[config.mk]
export PLATFORM = sky130hd
export DESIGN_NAME = imu_offset_calibrate_correct_top
export DESIGN_NICKNAME = d
export VERILOG_FILES = /design/src/rtl/core/imuoc_pkg.sv /design/src/rtl/core/imu_offset_calibrate_correct_top.sv /design/src/rtl/core/imuoc_div.sv
export SDC_FILE = /design/constraint.sdc
export NUM_CORES = 1
export LEC_CHECK = 0
export BUFFER_PORTS_ARGS = -buffer_cell sky130_fd_sc_hd__buf_2
export CAP_MARGIN = 20
export CELL_PAD_IN_SITES_DETAIL_PLACEMENT = 1
export CELL_PAD_IN_SITES_GLOBAL_PLACEMENT = 2
export CORE_UTILIZATION = 39
export CTS_CLUSTER_DIAMETER = 40
export CTS_CLUSTER_SIZE = 14
export DETAILED_ROUTE_END_ITERATION = 6
export HOLD_SLACK_MARGIN = 0.1
export PLACE_DENSITY = 0.81
export SLEW_MARGIN = 10
export SYNTH_ARGS = -nofsm -noshare
export SYNTH_HDL_FRONTEND = slang
export SYNTH_SLANG_ARGS = --single-unit
[constraint.sdc]
create_clock -name aclk -period 6 [get_ports aclk]
set_input_delay 0.3 -clock aclk [delete_from_list [all_inputs] [get_ports aclk]]
set_output_delay 0.3 -clock aclk [all_outputs]
set_load 0.01 [all_outputs]
[src/rtl/core/imuoc_pkg.sv]
`default_nettype none

package imuoc_pkg;

    localparam int DATA_W       = 16;
    localparam int AXES         = 6;
    localparam int AXIS_W       = 3;
    localparam int ACCEL_Z_AXIS = 2;

    localparam int CAL_W     = 10;
    localparam int GRAV_W    = 15;
    localparam int CFG_W     = 15;
    localparam int CFG_IDX_W = 1;

    localparam logic [CFG_IDX_W-1:0] CFG_CAL_SAMPLES = 1'd0;
    localparam logic [CFG_IDX_W-1:0] CFG_GRAVITY     = 1'd1;

    localparam logic [CAL_W-1:0]  CAL_RESET  = 10'd500;
    localparam logic [GRAV_W-1:0] GRAV_RESET = 15'd4096;

    localparam logic signed [DATA_W-1:0] SAT_MAX = 16'sh7FFF;
    localparam logic signed [DATA_W-1:0] SAT_MIN = 16'sh8000;

    localparam logic [AXIS_W-1:0] LAST_AXIS = AXIS_W'(AXES - 1);
    localparam logic [AXIS_W-1:0] Z_AXIS    = AXIS_W'(ACCEL_Z_AXIS);

    typedef struct packed {
        logic busy;
        logic done;
    } div_stat_t;

endpackage

`default_nettype wire

[src/rtl/core/imu_offset_calibrate_correct_top.sv]
`default_nettype none

// Six-axis IMU offset calibration and correction. After reset the first
// cal_samples words (0 counts as 1, clamped to 2^COUNT_BITS-1) are only summed
// per axis and produce no output; at the last of them each offset becomes the
// sum divided by the sample count, truncated toward zero, with gravity_counts
// taken off the accel z offset (16-bit wrap). Every later word yields the six
// axes minus their offsets, saturated to signed 16 bits. One shared adder walks
// the six axes in turn after a word is accepted. The last calibration word adds
// six passes through a bit-serial divider. A corrected word waits before its
// first axis while the previous result is still held on the output.
// Configuration writes have no effect on offsets once calibration is done.
module imu_offset_calibrate_correct_top #(
    parameter int COUNT_BITS = 10
) (
    input  wire logic                                 aclk,
    input  wire logic                                 aresetn,

    input  wire logic                                 cfg_wr_en,
    input  wire logic [imuoc_pkg::CFG_IDX_W-1:0]      cfg_index,
    input  wire logic [imuoc_pkg::CFG_W-1:0]          cfg_wr_data,

    input  wire logic                                 s_valid,
    output logic                                      s_ready,
    input  wire logic signed [imuoc_pkg::DATA_W-1:0]  s_accel_x,
    input  wire logic signed [imuoc_pkg::DATA_W-1:0]  s_accel_y,
    input  wire logic signed [imuoc_pkg::DATA_W-1:0]  s_accel_z,
    input  wire logic signed [imuoc_pkg::DATA_W-1:0]  s_gyro_x,
    input  wire logic signed [imuoc_pkg::DATA_W-1:0]  s_gyro_y,
    input  wire logic signed [imuoc_pkg::DATA_W-1:0]  s_gyro_z,

    output logic                                      m_valid,
    input  wire logic                                 m_ready,
    output logic signed [imuoc_pkg::DATA_W-1:0]       m_corr_accel_x,
    output logic signed [imuoc_pkg::DATA_W-1:0]       m_corr_accel_y,
    output logic signed [imuoc_pkg::DATA_W-1:0]       m_corr_accel_z,
    output logic signed [imuoc_pkg::DATA_W-1:0]       m_corr_gyro_x,
    output logic signed [imuoc_pkg::DATA_W-1:0]       m_corr_gyro_y,
    output logic signed [imuoc_pkg::DATA_W-1:0]       m_corr_gyro_z
);
    import imuoc_pkg::*;

    localparam int SUM_W = DATA_W + COUNT_BITS;
    localparam int CMP_W = (COUNT_BITS + 1 > CAL_W) ? COUNT_BITS + 1 : CAL_W;
    localparam logic [CMP_W-1:0] LIMIT = CMP_W'((33'd1 << COUNT_BITS) - 33'd1);

    typedef enum logic [5:0] {
        ST_IDLE      = 6'b000001,
        ST_ACCUM     = 6'b000010,
        ST_DIV_START = 6'b000100,
        ST_DIV_WAIT  = 6'b001000,
        ST_OFFSET    = 6'b010000,
        ST_CORRECT   = 6'b100000
    } state_t;

    state_t                  state_reg, state_next;
    logic [AXIS_W-1:0]       axis_reg, axis_next;
    logic                    calibrated_reg, calibrated_next;
    logic [COUNT_BITS-1:0]   samples_seen_reg, samples_seen_next;
    logic                    m_valid_reg, m_valid_next;
    logic [CAL_W-1:0]        cal_reg;
    logic [GRAV_W-1:0]       grav_reg;

    logic signed [DATA_W-1:0] sample_reg [AXES];
    logic signed [SUM_W-1:0]  sum_reg    [AXES];
    logic signed [DATA_W-1:0] offset_reg [AXES];
    logic signed [DATA_W-1:0] out_reg    [AXES];

    logic                    s_fire, out_free, last_axis;
    logic                    accum_we, offset_we, corr_we, div_start;
    logic signed [SUM_W-1:0] alu_a, alu_b, alu_res;
    logic                    alu_sub;
    logic signed [DATA_W-1:0] sat_res;
    logic [COUNT_BITS:0]     taken;
    logic [CMP_W-1:0]        target, taken_ext;
    logic signed [SUM_W-1:0] quotient;
    div_stat_t               div_stat;

    assign s_ready   = (state_reg == ST_IDLE);
    assign s_fire    = s_valid && s_ready;
    assign out_free  = !m_valid_reg || m_ready;
    assign last_axis = (axis_reg == LAST_AXIS);

    // sample count target: zero means one, clamp to the counter range
    always_comb begin
        target = CMP_W'(cal_reg);
        if (cal_reg == '0) begin
            target = CMP_W'(1);
        end
        if (target > LIMIT) begin
            target = LIMIT;
        end
    end

    assign taken     = {1'b0, samples_seen_reg} + (COUNT_BITS + 1)'(1);
    assign taken_ext = CMP_W'(taken);

    // shared adder
    assign alu_res = alu_sub ? (alu_a - alu_b) : (alu_a + alu_b);

    always_comb begin
        if ((&alu_res[SUM_W-1:DATA_W-1]) || !(|alu_res[SUM_W-1:DATA_W-1])) begin
            sat_res = alu_res[DATA_W-1:0];
        end else begin
            sat_res = alu_res[SUM_W-1] ? SAT_MIN : SAT_MAX;
        end
    end

    always_comb begin
        state_next        = state_reg;
        axis_next         = axis_reg;
        calibrated_next   = calibrated_reg;
        samples_seen_next = samples_seen_reg;
        alu_a             = SUM_W'(sample_reg[axis_reg]);
        alu_b             = SUM_W'(offset_reg[axis_reg]);
        alu_sub           = 1'b1;
        accum_we          = 1'b0;
        offset_we         = 1'b0;
        corr_we           = 1'b0;
        div_start         = 1'b0;
        unique case (state_reg)
            ST_IDLE: begin
                if (s_valid) begin
                    axis_next  = '0;
                    state_next = calibrated_reg ? ST_CORRECT : ST_ACCUM;
                end
            end
            ST_ACCUM: begin
                alu_a    = sum_reg[axis_reg];
                alu_b    = SUM_W'(sample_reg[axis_reg]);
                alu_sub  = 1'b0;
                accum_we = 1'b1;
                if (last_axis) begin
                    samples_seen_next = taken[COUNT_BITS-1:0];
                    axis_next         = '0;
                    state_next        = (taken_ext >= target) ? ST_DIV_START : ST_IDLE;
                end else begin
                    axis_next = axis_reg + AXIS_W'(1);
                end
            end
            ST_DIV_START: begin
                div_start  = 1'b1;
                state_next = ST_DIV_WAIT;
            end
            ST_DIV_WAIT: begin
                if (div_stat.done) begin
                    state_next = ST_OFFSET;
                end
            end
            ST_OFFSET: begin
                // gravity only comes off the vertical accel axis
                alu_a     = quotient;
                alu_b     = (axis_reg == Z_AXIS) ? SUM_W'(grav_reg) : '0;
                offset_we = 1'b1;
                if (last_axis) begin
                    calibrated_next = 1'b1;
                    state_next      = ST_IDLE;
                end else begin
                    axis_next  = axis_reg + AXIS_W'(1);
                    state_next = ST_DIV_START;
                end
            end
            ST_CORRECT: begin
                // hold off until the previous word has left the output
                if (out_free) begin
                    corr_we = 1'b1;
                    if (last_axis) begin
                        state_next = ST_IDLE;
                    end else begin
                        axis_next = axis_reg + AXIS_W'(1);
                    end
                end
            end
            default: begin
                state_next = ST_IDLE;
            end
        endcase
    end

    always_comb begin
        m_valid_next = m_valid_reg;
        if (m_valid_reg && m_ready) begin
            m_valid_next = 1'b0;
        end
        if (corr_we && last_axis) begin
            m_valid_next = 1'b1;
        end
    end

    always_ff @(posedge aclk) begin
        if (!aresetn) begin
            state_reg        <= ST_IDLE;
            axis_reg         <= '0;
            calibrated_reg   <= 1'b0;
            samples_seen_reg <= '0;
            m_valid_reg      <= 1'b0;
        end else begin
            state_reg        <= state_next;
            axis_reg         <= axis_next;
            calibrated_reg   <= calibrated_next;
            samples_seen_reg <= samples_seen_next;
            m_valid_reg      <= m_valid_next;
        end
    end

    always_ff @(posedge aclk) begin
        if (!aresetn) begin
            cal_reg  <= CAL_RESET;
            grav_reg <= GRAV_RESET;
        end else if (cfg_wr_en) begin
            unique case (cfg_index)
                CFG_CAL_SAMPLES: cal_reg  <= cfg_wr_data[CAL_W-1:0];
                CFG_GRAVITY:     grav_reg <= cfg_wr_data[GRAV_W-1:0];
                default: ;
            endcase
        end
    end

    always_ff @(posedge aclk) begin
        if (!aresetn) begin
            for (int i = 0; i < AXES; i++) begin
                sum_reg[i]    <= '0;
                offset_reg[i] <= '0;
            end
        end else begin
            if (accum_we) begin
                sum_reg[axis_reg] <= alu_res;
            end
            if (offset_we) begin
                offset_reg[axis_reg] <= alu_res[DATA_W-1:0];
            end
        end
    end

    always_ff @(posedge aclk) begin
        if (s_fire) begin
            sample_reg[0] <= s_accel_x;
            sample_reg[1] <= s_accel_y;
            sample_reg[2] <= s_accel_z;
            sample_reg[3] <= s_gyro_x;
            sample_reg[4] <= s_gyro_y;
            sample_reg[5] <= s_gyro_z;
        end
        if (corr_we) begin
            out_reg[axis_reg] <= sat_res;
        end
    end

    imuoc_div #(
        .DIVIDEND_W (SUM_W),
        .DIVISOR_W  (COUNT_BITS)
    ) u_div (
        .aclk     (aclk),
        .aresetn  (aresetn),
        .start    (div_start),
        .dividend (sum_reg[axis_reg]),
        .divisor  (samples_seen_reg),
        .stat     (div_stat),
        .quotient (quotient)
    );

    assign m_valid        = m_valid_reg;
    assign m_corr_accel_x = out_reg[0];
    assign m_corr_accel_y = out_reg[1];
    assign m_corr_accel_z = out_reg[2];
    assign m_corr_gyro_x  = out_reg[3];
    assign m_corr_gyro_y  = out_reg[4];
    assign m_corr_gyro_z  = out_reg[5];

    a_cal_sticky: assert property (@(posedge aclk) disable iff (!aresetn)
        calibrated_reg |=> calibrated_reg)
        else $error("calibrated flag dropped");

    a_count_frozen: assert property (@(posedge aclk) disable iff (!aresetn)
        calibrated_reg |=> $stable(samples_seen_reg))
        else $error("sample count moved after calibration");

    a_out_after_cal: assert property (@(posedge aclk) disable iff (!aresetn)
        $rose(m_valid_reg) |-> calibrated_reg)
        else $error("output word during calibration");

    a_div_free: assert property (@(posedge aclk) disable iff (!aresetn)
        div_start |-> !div_stat.busy)
        else $error("divider started while busy");

endmodule

`default_nettype wire

[src/rtl/core/imuoc_div.sv]
`default_nettype none

module imuoc_div #(
    parameter int DIVIDEND_W = 26,
    parameter int DIVISOR_W  = 10
) (
    input  wire logic                         aclk,
    input  wire logic                         aresetn,
    input  wire logic                         start,
    input  wire logic signed [DIVIDEND_W-1:0] dividend,
    input  wire logic        [DIVISOR_W-1:0]  divisor,
    output imuoc_pkg::div_stat_t              stat,
    output logic signed      [DIVIDEND_W-1:0] quotient
);
    import imuoc_pkg::*;

    localparam int STEP_W = $clog2(DIVIDEND_W + 1);

    logic                  busy_reg, busy_next;
    logic                  done_reg, done_next;
    logic                  neg_reg;
    logic [DIVISOR_W-1:0]  rem_reg;
    logic [DIVISOR_W-1:0]  den_reg;
    logic [DIVIDEND_W-1:0] quo_reg;
    logic [STEP_W-1:0]     step_reg;

    logic [DIVISOR_W:0]    trial;
    logic [DIVISOR_W:0]    diff;
    logic                  fits;

    // restoring divide on the magnitude, one quotient bit per cycle
    assign trial = {rem_reg, quo_reg[DIVIDEND_W-1]};
    assign diff  = trial - {1'b0, den_reg};
    assign fits  = (trial >= {1'b0, den_reg});

    always_comb begin
        busy_next = busy_reg;
        done_next = 1'b0;
        if (start) begin
            busy_next = 1'b1;
        end else if (busy_reg && step_reg == STEP_W'(1)) begin
            busy_next = 1'b0;
            done_next = 1'b1;
        end
    end

    always_ff @(posedge aclk) begin
        if (!aresetn) begin
            busy_reg <= 1'b0;
            done_reg <= 1'b0;
        end else begin
            busy_reg <= busy_next;
            done_reg <= done_next;
        end
    end

    always_ff @(posedge aclk) begin
        if (start) begin
            neg_reg  <= dividend[DIVIDEND_W-1];
            quo_reg  <= dividend[DIVIDEND_W-1] ? -dividend : dividend;
            rem_reg  <= '0;
            den_reg  <= divisor;
            step_reg <= STEP_W'(DIVIDEND_W);
        end else if (busy_reg) begin
            rem_reg  <= fits ? diff[DIVISOR_W-1:0] : trial[DIVISOR_W-1:0];
            quo_reg  <= {quo_reg[DIVIDEND_W-2:0], fits};
            step_reg <= step_reg - STEP_W'(1);
        end
    end

    // truncation toward zero: sign applied after the magnitude divide
    assign quotient  = neg_reg ? -$signed(quo_reg) : $signed(quo_reg);
    assign stat.busy = busy_reg;
    assign stat.done = done_reg;

endmodule

`default_nettype wire

==> results.yml, run 1 <==
synthesis:
  synth_cell_type_count: 75
  synthTopCellsByCount: "edfxtp_1, nor2_1, nand2_1"
  synth_edf_count: 565
  synth-seq-area-share: 0.628
  synth_top_cell_by_area: "edfxtp_1"
  ys_ff_latch: 631
  syn_area_um2: 29100
  synth-async-reset-ratio: 0
  yosysWarnings: 0
  synth_area_leaders: "edfxtp_1, mux4_2, dfxtp_1, nor2_1, nand2_1"
  ys.flop_type: "edfxtp_1"
  yosysMostFrequentCell: "edfxtp_1"
  syn_inst: 2205
  yosysTopAreaCellShare: 0.582
  syn_avg_cell_area_um2: 13.2
  synth_fp_nets: 2379
floorplanning:
  dieArea_um2: 75800
  initial_core_util: 0.397
  coreArea_um2: 73500
  die_y_um: 275
  fp-row-count: 99
  io_pins: 215
  die_x_um: 275
critical_path:
  worst_path_max_delay_cell: "mux4_2"
  cp-start-kind: "flop"
  cp.arrival_ns: 6.49
  worstPathMaxFanout: 14
  crit_top_cell: "buf_4"
  crit_type: "flop to flop"
  slowest_delay_ns: 0.51
  endpoint_kind: "flop"
  critPathBufInv: 10
  cp.required_ns: 6.38
  critical_path.top_delay_family: "compound AO/OA/AOI/OAI gates"
clocking:
  clkSinkCount: 631
  cts_tree: "done"
  insertion_delay_ns: 0.68
  clockBufferDepth: 3
  ctsHtreeMaxLevel: 3
  clk_pin_slew_ns: 0.06
  cts_root_buf: "clkbuf_16"
  cts_buffers: 96
global_route:
  grt_pass1_vias: 22900
  antenna_found_initial: 1
  grt_pass1_wl_mm: 146
  grt_max_degree: 56
  grt_util_all_layers: 0.259
  grt-busiest-layer: "met2"
  grtUsageMet2: 0.440
  grtUsageMet3: 0.0498
  gr-total-overflow: 0
  grt.met1_usage: 0.324
layout:
  largest_reg_flops: 208
  fin_area_um2: 38000
  fin_nets: 2926
  areaGrowthSynthToFinish_pct: 30.3
  fill_cells: 7391
  drive_above_1_share: 0.299
status:
  violations: "negative setup slack"
  status: "finished, violations left"
power:
  p_int_mw: 12.6
  p_per_area_nw_per_um2: 537
  switching_power_mw: 7.83
  p_sw_frac: 0.384
  clkPwrFrac: 0.292
  power_mw: 20.4
  p_leak_nw: 14.7
  max-vdd-ir-drop_v: 0.000720
  combPwrFrac: 0.431
  p_seq_frac: 0.277
timing:
  clock.fmax_ghz: 0.164
  rsz0062_at_grt: "yes"
  fin_crit_sh: 1.02
  slew_headroom: 0.270
  tightest_slew_ns: 1.09
  hold_viol: 0
  period_needed_ns: 6.11
  final-setup-viol-count: 84
  timing.hold.ws_ns: 0.141
  fin_skew_ns: 0.0719
  postLayoutSetupSlackWorst_ns: -0.106
  slew_viol_final: 0
placement:
  gp_congestion: 0.879
  portBuffers: 214
  place_area_um2: 32600
  hpwlAfterDp_mm: 62.7
route:
  vias: 21500
  wl_per_cell_um: 26.3
  ant_nets: 0
  drtIter0Drc: 1967
  route.detailed.drc: 0
  first_pass_iters: 6
  drt-vias-per-instance: 5.65
  routed_wl_mm: 100
flow_run:
  maxCapViolCount: 0
min_path:
  hold_path_class: "input pin to flop"
[metrics by stage]
stage | setup slack [ns] | TNS [ns] | util | instances
5_1_grt | -0.245 | -18.50 | 0.517 | 3794
4_1_cts | 0.000696 | 0 | 0.508 | 3769
2_1_floorplan | 0.0418 | 0 | - | 2205
6_report | -0.106 | -5.86 | 0.517 | 3796
3_3_place_gp | -0.324 | -5.25 | 0.444 | 3470
3_5_place_dp | -0.377 | -14.23 | 0.444 | 3470
[worst reg2reg max path: cells and delay by family, from the launching register on]
family	cells	cell delay, ns
flops	1	0.40
compound gates	10	1.57
fa+ha+maj	1	0.35
xor+xnor	1	0.19
simple gates	6	1.11
buf+inv	10	1.56
mux	2	0.62
[power by group through the flow]
stage	Combinational, mW	Sequential (mW)	Clock, mW
2_1_floorplan	4.01	5.68	0
3_3_place_gp	7.34	5.71	0
3_5_place_dp	7.57	5.73	0
4_1_cts	7.83	5.64	5.98
5_1_grt	9.25	5.66	6.17
6_report	8.80	5.65	5.96
[cell type report]
cell class / count / area, um^2 / area share
inverter: 67 / 251 / 0.00662
antenna: 2 / 5.00 / 0.000132
clock buffer: 111 / 2510 / 0.0661
timing repair buffer: 573 / 4290 / 0.113
clock inverter: 70 / 941 / 0.0248
tap: 959 / 1200 / 0.0316
sequential: 631 / 18300 / 0.482
multi-input combinational: 1383 / 10500 / 0.276
[logic make-up after synthesis]
| logic type | Yosys count | share of synthesized area |
|---|---|---|
| compound gates | 336 | 0.0767 |
| mux | 168 | 0.100 |
| simple gates | 713 | 0.108 |
| fa+ha+maj | 57 | 0.0250 |
| xor+xnor | 109 | 0.0333 |
| flops | 631 | 0.628 |
| buf+inv | 191 | 0.0292 |
[layer usage]
layer,part of all wire,wire length [um]
met3,0.069,6880
met4,0.040,4010
met5,0.00013,13
met2,0.49,49200
met1,0.40,39900
[repair_timing]
action,CTS,global route
hold buffers,114,0
pin swaps,1,31
cloned,0,1
setup buffers,4,22
endpoints found under the setup margin,90,104
resized for setup,24,77
endpoints found under the hold margin,121,0
[path summary, 6_finish.rpt]
check,to,depth (start not counted),slack (ns),startpoint
worst max-delay path,out_reg[5][2],30,-0.11,flop
worst min-delay path,state_reg[0],3,0.14,s_valid
worst max register to register,out_reg[5][2],30,-0.11,flop
worst min register to register,state_reg[3],2,0.48,u_div.done_reg
[cell usage in the layout (no fill, tap or decap), types with 54 or more instances in the layout]
| cell | Yosys | final |
|---|---|---|
| buf_4 | 7 | 223 |
| o21ai_0 | 106 | 89 |
| dfxtp_1 | 66 | 63 |
| nand2_1 | 227 | 224 |
| dlygate4sd3_1 | 0 | 114 |
| edfxtp_1 | 565 | 565 |
| inv_1 | 66 | 65 |
| nor2_1 | 264 | 254 |
| ha_1 | 55 | 54 |
| xor2_1 | 57 | 56 |
| buf_2 | 13 | 214 |
| mux4_2 | 97 | 97 |
| nor3_1 | 78 | 75 |
| clkbuf_16 | 0 | 98 |
No activity file was read; power rests on OpenSTA's default activity.
==> run 2, diff against run 1 <==
--- a/config.mk
+++ b/config.mk
@@ -9,12 +9,12 @@
 export CAP_MARGIN = 20
 export CELL_PAD_IN_SITES_DETAIL_PLACEMENT = 1
 export CELL_PAD_IN_SITES_GLOBAL_PLACEMENT = 2
-export CORE_UTILIZATION = 39
+export CORE_UTILIZATION = 46
 export CTS_CLUSTER_DIAMETER = 40
 export CTS_CLUSTER_SIZE = 14
 export DETAILED_ROUTE_END_ITERATION = 6
 export HOLD_SLACK_MARGIN = 0.1
-export PLACE_DENSITY = 0.81
+export PLACE_DENSITY = 0.89
 export SLEW_MARGIN = 10
 export SYNTH_ARGS = -nofsm -noshare
 export SYNTH_HDL_FRONTEND = slang
==> constraint.sdc (replaced) <==
create_clock -name aclk -period 7.7 [get_ports aclk]
set_input_delay 0.385 -clock aclk [delete_from_list [all_inputs] [get_ports aclk]]
set_output_delay 0.385 -clock aclk [all_outputs]
set_load 0.01 [all_outputs]
==> run 2 against run 1 <==
Against the previous run: the flow now finishes without violations; critical endpoint is now out_reg[0][2]; first-iteration DRC count grew 4.6%; final area down 6.0%; register-to-register slack gained 0.45 ns; critical path type unchanged; combinational power down 39%; cell count decreased by 8.2%; highest routed layer is now met4; global-route usage grew 5.3 points.
==> results.yml, run 2 (synthesis gave the netlist of run 1 again) <==
power:
  max-vdd-ir-drop_v: 0.000318
  power_mw: 14.3
  p_leak_nw: 13.6
  p_per_area_nw_per_um2: 401
clocking:
  cts_root_buf: "clkbuf_16"
  cts_tree: "done"
  cts_buffers: 94
  ctsHtreeMaxLevel: 3
  clk_pin_slew_ns: 0.06
  clockBufferDepth: 3
  clkSinkCount: 631
  insertion_delay_ns: 0.69
layout:
  regArea_um2: 18300
  fill_cells: 6197
  fin_nets: 2740
  areaGrowthSynthToFinish_pct: 22.5
  layout_commonest_cell: "edfxtp_1"
  multi_input_area_um2: 10100
  drive_above_1_share: 0.232
  largest_reg_flops: 208
  most-common-layout-cells: "edfxtp_1, nor2_1, nand2_1, buf_2, dlygate4sd3_1"
placement:
  gp_congestion: 0.933
  hpwlAfterDp_mm: 60.3
  portBuffers: 214
global_route:
  grt_util_all_layers: 0.312
  grt_max_degree: 86
  gr-total-overflow: 0
  grt_pass1_wl_mm: 147
  grt_pass1_vias: 22400
  antenna_found_initial: 1
timing:
  fin_skew_ns: 0.0954
  tightest_slew_ns: 1.13
  tns_ns: 0
  hold_viol: 0
  slew_headroom: 0.248
  period_needed_ns: 7.35
  clock.fmax_ghz: 0.136
  slew_viol_final: 0
  rsz0062_at_grt: "no"
  fin_crit_sh: 0.955
  final-setup-viol-count: 0
floorplanning:
  dieArea_um2: 64400
  initial_core_util: 0.469
  die_y_um: 254
  die_x_um: 254
  coreArea_um2: 62200
  io_pins: 215
  fp-row-count: 91
flow_run:
  maxCapViolCount: 0
critical_path:
  endpoint_kind: "flop"
  reg2reg_depth: 24
  cp.required_ns: 8.08
  crit_type: "flop to flop"
  worstPathMaxFanout: 15
  cp-start-kind: "flop"
  cp.arrival_ns: 7.73
route:
  drt-vias-per-instance: 6.09
  drtIter0Drc: 2057
  wl_per_cell_um: 28.6
  top_layer: "met4"
  met2_wirelength_mm: 49.2
  ant_nets: 0
  route.detailed.drc: 0
  routed_wl_mm: 99.8
  met3_wirelength_mm: 8.53
  met1_length_mm: 36.8
  vias: 21200
  first_pass_iters: 7
status:
  status: "finished clean"
min_path:
  hold_path_class: "input pin to flop"
  min_path_cells: 4
## run 2: cell types whose count changed in the layout (fill, tap and decap cells not counted), sizes merged
cell         delta
diode           -1
clkinvlp        +2
buf           -180
bufinv          -4
clkinv          +9
dlygate4sd3     -3
clkbuf         -12
## run 2: power by group
group          switching (mW)  internal, mW  total, mW  leakage (nW)
logic                    3.79          1.59       5.38          5.84
registers               0.124          4.32       4.45          6.18
clock network            1.83          2.65       4.48          1.57
total                    5.75          8.56       14.3          13.6
## run 2: per-layer routing
metal	vias up	GRT usage
met5	-	0
met4	0	0.156
met3	289	0.0635
met2	1213	0.526
met1	10700	0.382
li1	8964	-
## run 2: critical path, cell delays in order, from the launching register on
cell and delay (ns):
dfxtp_1 0.38, or4_1 0.77, nor2_2 0.61, a21oi_1 0.28, a211oi_1 0.30, ha_1 0.28
and3_1 0.24, and2_1 0.17, nand3_1 0.17, nor2_1 0.17, xor2_1 0.18, a21oi_1 0.10
ha_1 0.39, nand2_1 0.10, nor2_1 0.14, nand3_1 0.09, o211ai_1 0.43, a31oi_1 0.18
xor2_1 0.17, buf_4 0.17, or3_1 0.38, nor4_2 0.35, a41oi_2 0.19, buf_4 0.28
o21ai_0 0.57
## run 2: stage by stage
step	instances	worst slack, ns	area [um^2]	util	hold slack [ns]
floorplan	2205	1.23	29100	-	0.441
CTS	3480	0.183	35600	0.573	0.118
global placement	3191	0.530	31200	0.502	0.451
finish	3485	0.346	35700	0.574	0.151
global route	3485	0.0233	35700	0.574	0.168
detailed placement	3192	0.309	31200	0.502	0.473
## run 2: timing repair
action                                 in CTS  in global routing
hold buffers                              111                  0
gates resized for setup                     0                  4
endpoints found under the hold margin     121                  0
setup buffers                               0                  1
setup endpoints to repair                   0                 42
## run 2: area by class of cell
| cell class | instances | share of cell area |
|---|---|---|
| Antenna cell | 1 | 0.0000701 |
| Clock inverter | 77 | 0.0252 |
| Inverter | 67 | 0.00704 |
| Sequential cell | 631 | 0.512 |
| Timing Repair Buffer | 389 | 0.0769 |
| Multi-Input combinational cell | 1383 | 0.282 |
| Tap cell | 837 | 0.0293 |
| Clock buffer | 100 | 0.0668 |
## run 2: worst paths after layout
kind | start | to | slack, ns
max | state_reg[5] | out_reg[0][2] | 0.35
min | cfg_wr_en | cal_reg[0] | 0.15
max reg2reg | state_reg[5] | out_reg[0][2] | 0.35
min reg2reg | cal_reg[0] | cal_reg[0] | 0.48
